--- config.mk ---
export PLATFORM = sky130hd
export DESIGN_NAME = stfs_div
export DESIGN_NICKNAME = d
export VERILOG_FILES = /design/src/rtl/stfs_pkg.sv /design/src/rtl/stfs_div.sv
export SDC_FILE = /design/constraint.sdc
export NUM_CORES = 1
export LEC_CHECK = 0
export BUFFER_PORTS_ARGS = -buffer_cell sky130_fd_sc_hd__buf_4
export CAP_MARGIN = 20
export CORE_AREA = 8 8 146 121
export CTS_BUF_LIST = sky130_fd_sc_hd__clkbuf_8
export CTS_CLUSTER_DIAMETER = 120
export DETAILED_ROUTE_END_ITERATION = 10
export DIE_AREA = 0 0 154 129
export PLACE_DENSITY = 0.72
export SLEW_MARGIN = 20
export SYNTH_ARGS = -nofsm -noshare
export SYNTH_HDL_FRONTEND = slang
export SYNTH_SLANG_ARGS = --single-unit
--- constraint.sdc ---
create_clock -name i_clk -period 10.4 [get_ports i_clk]
set_input_delay 2.6 -clock i_clk [delete_from_list [all_inputs] [get_ports i_clk]]
set_output_delay 2.6 -clock i_clk [all_outputs]
set_load 0.02 [all_outputs]
--- src/rtl/stfs_pkg.sv ---
`timescale 1ns / 1ps
`default_nettype none
// ----------------------------------------------------------------------------
// stfs_pkg
// Shared types and constants for the sigma truncation fitness scaler.
// ----------------------------------------------------------------------------
package stfs_pkg;
    localparam int unsigned FIT_W     = 32;
    localparam int unsigned SCALED_W  = 31;
    localparam int unsigned CFG_W     = 16;
    localparam int unsigned SQ_W      = 64;
    localparam logic [CFG_W-1:0] SIGMA_RESET = 16'd8192;

    // Divider control between the top level and the shared divide unit.
    typedef struct packed {
        logic        start;
        logic        is_signed;
    } t_div_ctl;
endpackage
`default_nettype wire

--- src/rtl/stfs_div.sv ---
`timescale 1ns / 1ps
`default_nettype none
// ----------------------------------------------------------------------------
// stfs_div
// Shared restoring divider, one quotient bit per cycle. Signed mode gives a
// floor quotient of a signed dividend by a positive divisor.
// ----------------------------------------------------------------------------
module stfs_div #(
    parameter int unsigned DEN_W = 7
) (
    input  wire logic                          i_clk,
    input  wire logic                          i_rst_n,
    input  wire stfs_pkg::t_div_ctl            i_ctl,
    input  wire logic [stfs_pkg::SQ_W-1:0]     i_num,
    input  wire logic [DEN_W-1:0]              i_den,
    output logic                               o_done,
    output logic [stfs_pkg::SQ_W-1:0]          o_quot
);
    localparam int unsigned W  = stfs_pkg::SQ_W;
    localparam int unsigned CW = $clog2(W + 1);

    logic [W-1:0]     r_quot;
    logic [DEN_W:0]   r_rem;
    logic [DEN_W-1:0] r_den;
    logic [CW-1:0]    r_cnt;
    logic             r_busy;
    logic             r_neg;
    logic             r_done;

    logic [DEN_W+1:0] trial;
    logic             nonzero_rem;

    assign trial = {r_rem, r_quot[W-1]} - {2'b00, r_den};

    always_ff @(posedge i_clk) begin
        if (!i_rst_n) begin
            r_busy <= 1'b0;
            r_done <= 1'b0;
        end else begin
            r_done <= 1'b0;
            if (i_ctl.start) begin
                r_neg  <= i_ctl.is_signed & i_num[W-1];
                // floor(-a/d) = -ceil(a/d) = -(floor((a+d-1)/d))
                r_quot <= (i_ctl.is_signed & i_num[W-1])
                          ? (-i_num) + {{(W-DEN_W){1'b0}}, i_den} - 1'b1 : i_num;
                r_rem  <= '0;
                r_den  <= i_den;
                r_cnt  <= CW'(W);
                r_busy <= 1'b1;
            end else if (r_busy) begin
                if (!trial[DEN_W+1]) begin
                    r_rem  <= trial[DEN_W:0];
                    r_quot <= {r_quot[W-2:0], 1'b1};
                end else begin
                    r_rem  <= {r_rem[DEN_W-1:0], r_quot[W-1]};
                    r_quot <= {r_quot[W-2:0], 1'b0};
                end
                r_cnt <= r_cnt - 1'b1;
                if (r_cnt == CW'(1)) begin
                    r_busy <= 1'b0;
                    r_done <= 1'b1;
                end
            end
        end
    end

    assign nonzero_rem = 1'b0;
    assign o_done = r_done & ~nonzero_rem;
    assign o_quot = r_neg ? -r_quot : r_quot;
endmodule
`default_nettype wire

* Word level (Yosys, flattened, before mapping)
Index checks and enable logic that the tools add are counted.
** Operators by class
- Add/sub/neg operators :: 6
- $mul :: 0
- Divide/modulo/power cells :: 0
- $lt $le $gt $ge :: 0
- Equal/unequal tests :: 1
- Shifts and indexed selects :: 0
- Mux-type cells :: 12
- Bitwise logic cells :: 3
- Reductions and logical operators :: 4
** Operators by type and width (count)
- $mux 64 :: 4
- $neg 64->64 :: 2
- $add 64x7->64 :: 1
- $sub 64x1->64 const B :: 1
- $mux 8 :: 2
- $sub 9x7->9 :: 1
- $eq 7x1->1 const B :: 1
- $mux 7 :: 1
- $sub 7x1->7 const B :: 1
- $mux 1 :: 5
- $reduce_and 2->1 :: 2
- $reduce_or 3->1 :: 1
- $not 1->1 :: 2
- $reduce_bool 2->1 :: 1
- $and 1x1->1 :: 1
** Word-level totals
- Register bits after elaboration :: 89
- Bits in latches :: 0
- RAM bits :: 0
- ROM bits :: 0
- Input port bits :: 75
- Word-level logic and storage cells :: 33
- Memories kept :: 0

* Depth between registers and ports, before layout
- Word-level depth :: 5
- Mapped depth :: 11
- Gate-level depth less buffers :: 10

* Worst setup path after synthesis
Ideal clock, no wire load.
- Kind :: register to output
- From :: register r_quot[6]
- To :: output port o_quot[18] (netlist bit)
- Arrival time :: 2.687 ns
- Slack :: 5.113 ns
- Stages on the path, launching flop included :: 7
- Buffers on the path :: 0
- Path through :: edfxtp_1 -> or4_4 -> or4b_4 -> or3_1 -> or3_4 -> and2_2 -> xor2_1
** Between the ends
- Word-level cells in the longest chain between the ends :: 2
** RTL lines
- start, declared :: line stfs_div.sv:22 : logic [W-1:0] r_quot;
- start signal, assigned :: line stfs_div.sv:44 : r_quot <= (i_ctl.is_signed & i_num[W-1])
- start signal, assigned :: line stfs_div.sv:53 : r_quot <= {r_quot[W-2:0], 1'b1};
- start signal, assigned :: line stfs_div.sv:56 : r_quot <= {r_quot[W-2:0], 1'b0};
- $neg 64->64 :: line stfs_div.sv:69 : assign o_quot = r_neg ? -r_quot : r_quot;
- $mux 64 :: line stfs_div.sv:69
- end, declared :: line stfs_div.sv:17 : output logic [stfs_pkg::SQ_W-1:0] o_quot
Every way passes these cells.

* Worst setup path after layout
- From :: register r_quot[5]
- To :: output port o_quot[40] (netlist bit)
Same word-level chain as after synthesis.

==> results.sh <==
export IMPL_status="complete, no violations"
export IMPL_wirelength_um=22880
export IMPL_p_seq_share_pct=40.3
export IMPL_slew_viol_final=0
export IMPL_cts_repair_resized=0
export IMPL_rows=41
export IMPL_path_clk_slew_ns=0.09
export IMPL_leakage_nw=3.150
export IMPL_critPathLaunchType="register"
export IMPL_synth_cell_types=66
export IMPL_clkPwrFrac_pct=27.9
export IMPL_synth_top_flop_cell="edfxtp_1"
export IMPL_io_pins=140
export IMPL_place_gp_congestion=0.9828
export IMPL_drt_iter0_markers=821
export IMPL_ir_drop_uv=63.43
export IMPL_p_comb_share_pct=31.7
export IMPL_fp_dieH_um=129
export IMPL_core_um2=15340
export IMPL_fin_nets=1031
export IMPL_synth_edff_count=87
export IMPL_clockBufferDepth=2
export IMPL_max_slew_margin_pct=28.93
export IMPL_cap_violations=0
export IMPL_hold_buffers=0
export IMPL_clock_fmax_mhz=160.0
export IMPL_io_buffer_count=139
export IMPL_switching_share_pct=32.54
export IMPL_p_switching_mw=0.3741
export IMPL_worstPathArrival_ns=3.65
export IMPL_finalCritPeriodShare_pct=60.09
export IMPL_path_max_fanout=6
export IMPL_end_kind="output port"
export IMPL_track_usage_pct=22.51
export IMPL_hold_viol=0
export IMPL_start_util_pct=48.71
export IMPL_wl_per_cell_um=20.16
export IMPL_ant_nets=0
export IMPL_p_int_mw=0.7756
export IMPL_worstPathCellList="or4_4 -> nand2b_4 -> nor4_1 -> nand2_1 -> o41ai_1 -> xnor2_1 -> buf_4"
export IMPL_fin_total_pwr_mw=1.150
export IMPL_dpl_hpwl_um=16600
export IMPL_postCtsSetupRepairBufs=0
export IMPL_num_vias=6922
export IMPL_grt_pass1_wl_um=35350
export IMPL_grt_max_degree=81
export IMPL_cts_root_buffer="clkbuf_8"
export IMPL_hp_class="register to register"
export IMPL_tightest_slew_ns=1.056
export IMPL_rsz0062_at_grt="no"
export IMPL_viasPerCell=6.099
export IMPL_final_layout_size_suffix_gt1_share_pct=22.29
export IMPL_fin_crit_ns=6.249
export IMPL_drc=0
export IMPL_rrSetupSlack_ns=7.51
export IMPL_antenna_found_initial=0
export IMPL_tns_ns=0
export IMPL_layout_commonest_cell="buf_4"
export IMPL_gr_total_overflow=0
export IMPL_syn_cell_area_um2=7471
export IMPL_die_area_um2=19870
export IMPL_p_per_area_nw_per_um2=128.7
export IMPL_cpPeakStageDelay_ns=0.87
export IMPL_diodes=0
export IMPL_cts_buffers=9
export IMPL_die_w_um=154
export IMPL_synth_avg_cell_area_um2=9.089
export IMPL_grt_pass1_vias=6407
export IMPL_synth_cells=822
export IMPL_ys_seq_area_share_pct=35.50
export IMPL_fin_util_pct=58.23
export IMPL_path_class="register to output port"
export IMPL_cts_tree="built"
export IMPL_synth_warnings=0
export IMPL_insertion_delay_ns=0.39
export IMPL_synth_nets=916
export IMPL_dr_pass1_iters=5
export IMPL_cts_sinks=89
export IMPL_mostFrequentLayoutCells="buf_4 (144), edfxtp_1 (87), xnor2_1 (85), nor2_1 (76), a21oi_1 (69)"
export IMPL_slowest_stage="nor4_1"
export IMPL_setup_viol=0
export IMPL_syn2layout_area_growth_pct=19.56
export IMPL_critPathRequiredTime_ns=7.80
export IMPL_ys_ff_latch=89
export IMPL_fill_cells=1365
export IMPL_cts_htree_levels=3
export IMPL_async_reset_ff_share_pct=0
export IMPL_fin_skew_ns=0.01462
## flip-flops by register name, indices dropped and copies added, names as in the netlist
| signal | count |
|---|---|
| r_neg | 1 |
| r_cnt | 7 |
| r_rem | 8 |
| r_den | 7 |
| o_done | 1 |
| r_quot | 64 |
| r_busy | 1 |
## per-layer routing
layer  vias to the layer above  global-route usage, %  share of wire (%)  wire [um]
met1                      3216                  31.47                 45      10250
li1                       3315                      -                  -          -
met2                       360                  32.63                 42       9682
met3                        31                  7.071                 11       2524
met5                         -                      0                  0          0
met4                         0                  6.555                1.9        425
## logic make-up (layout without fill, tap and decap cells)
kind of cell,after synthesis,after routing,share of synthesized area (%)
multiplexers,24,24,3.601
adder cells (fa/ha/maj),19,19,3.383
buffers and inverters,66,186,3.416
AO/OA/AOI/OAI,217,217,19.11
AND/OR/NAND/NOR,287,287,20.92
XOR/XNOR,120,120,14.07
flip-flops,89,89,35.51
## metrics by stage
stage               setup slack (ns)  hold WS [ns]  area [um^2]  cells
floorplan                      5.113        0.4145         7471    822
finish                         4.151        0.4766         8932   1135
global route                   3.856        0.5268         8932   1135
global placement               4.702        0.4484         8636   1117
CTS                            4.162        0.4691         8901   1133
detailed placement             4.652        0.4453         8642   1117
## worst max-delay path: cells and delay by family (launching register included)
kind,cells,cell delay (ns)
xor gates and xnor gates,1,0.17
DFF,1,0.46
and+or+nand+nor,4,1.99
buffers and inverters,1,0.16
AOI/OAI and AO/OA,1,0.48
## cell usage after synthesis (all sizes together) (4+ instances only)
library cell | n | share of area [%]
o21a | 11 | 1.1
a211o | 5 | 0.59
mux2 | 23 | 3.5
o31a | 6 | 0.70
nand4 | 11 | 0.92
or2 | 5 | 0.42
edfxtp | 87 | 35
o31ai | 33 | 3.5
nor4 | 16 | 2.0
a31oi | 4 | 0.33
a21oi | 69 | 4.6
nor2b | 8 | 0.67
nor2 | 76 | 3.8
xnor2 | 85 | 10
xor2 | 35 | 4.1
nor3 | 28 | 1.9
inv | 24 | 1.2
nand2b | 9 | 0.85
o41ai | 20 | 2.7
or3 | 29 | 2.5
o21ai | 49 | 3.3
buf | 8 | 0.50
ha | 17 | 2.8
nand2 | 51 | 2.6
nand3 | 15 | 1.1
clkbuf | 34 | 1.7
or4 | 21 | 2.2
## final timing paths
check,startpoint,end,depth (start not counted)
worst max-delay path,r_quot[5]$_DFFE_PP_,o_quot[40],7
worst min-delay path,r_busy$_SDFF_PN0_,o_done$_SDFF_PP0_,2
worst max register to register,r_quot[63]$_DFFE_PP_,r_rem[4]$_SDFFCE_PP0P_,9
worst min register to register,r_busy$_SDFF_PN0_,o_done$_SDFF_PP0_,2
## layout make-up
type | instances | area [um^2] | share of cell area (%)
clock buffers | 9 | 123.9 | 1.387
repair buffers | 146 | 1106 | 12.38
flip-flops and latches | 89 | 2653 | 29.70
clock inverters | 7 | 135.1 | 1.513
inverters | 24 | 90.09 | 1.009
well taps | 193 | 241.5 | 2.703
multi-input cells | 667 | 4583 | 51.31
## power by group through the flow
stage                     registers [mW]  clock network, mW  logic [mW]
final                              0.464              0.321       0.365
after global placement             0.470                  0       0.357
after global routing               0.468              0.338       0.394
after floorplan                    0.462                  0       0.230
after CTS                          0.463              0.324       0.362
after detailed placement           0.471                  0       0.359
No activity file was read; power rests on OpenSTA's default activity.
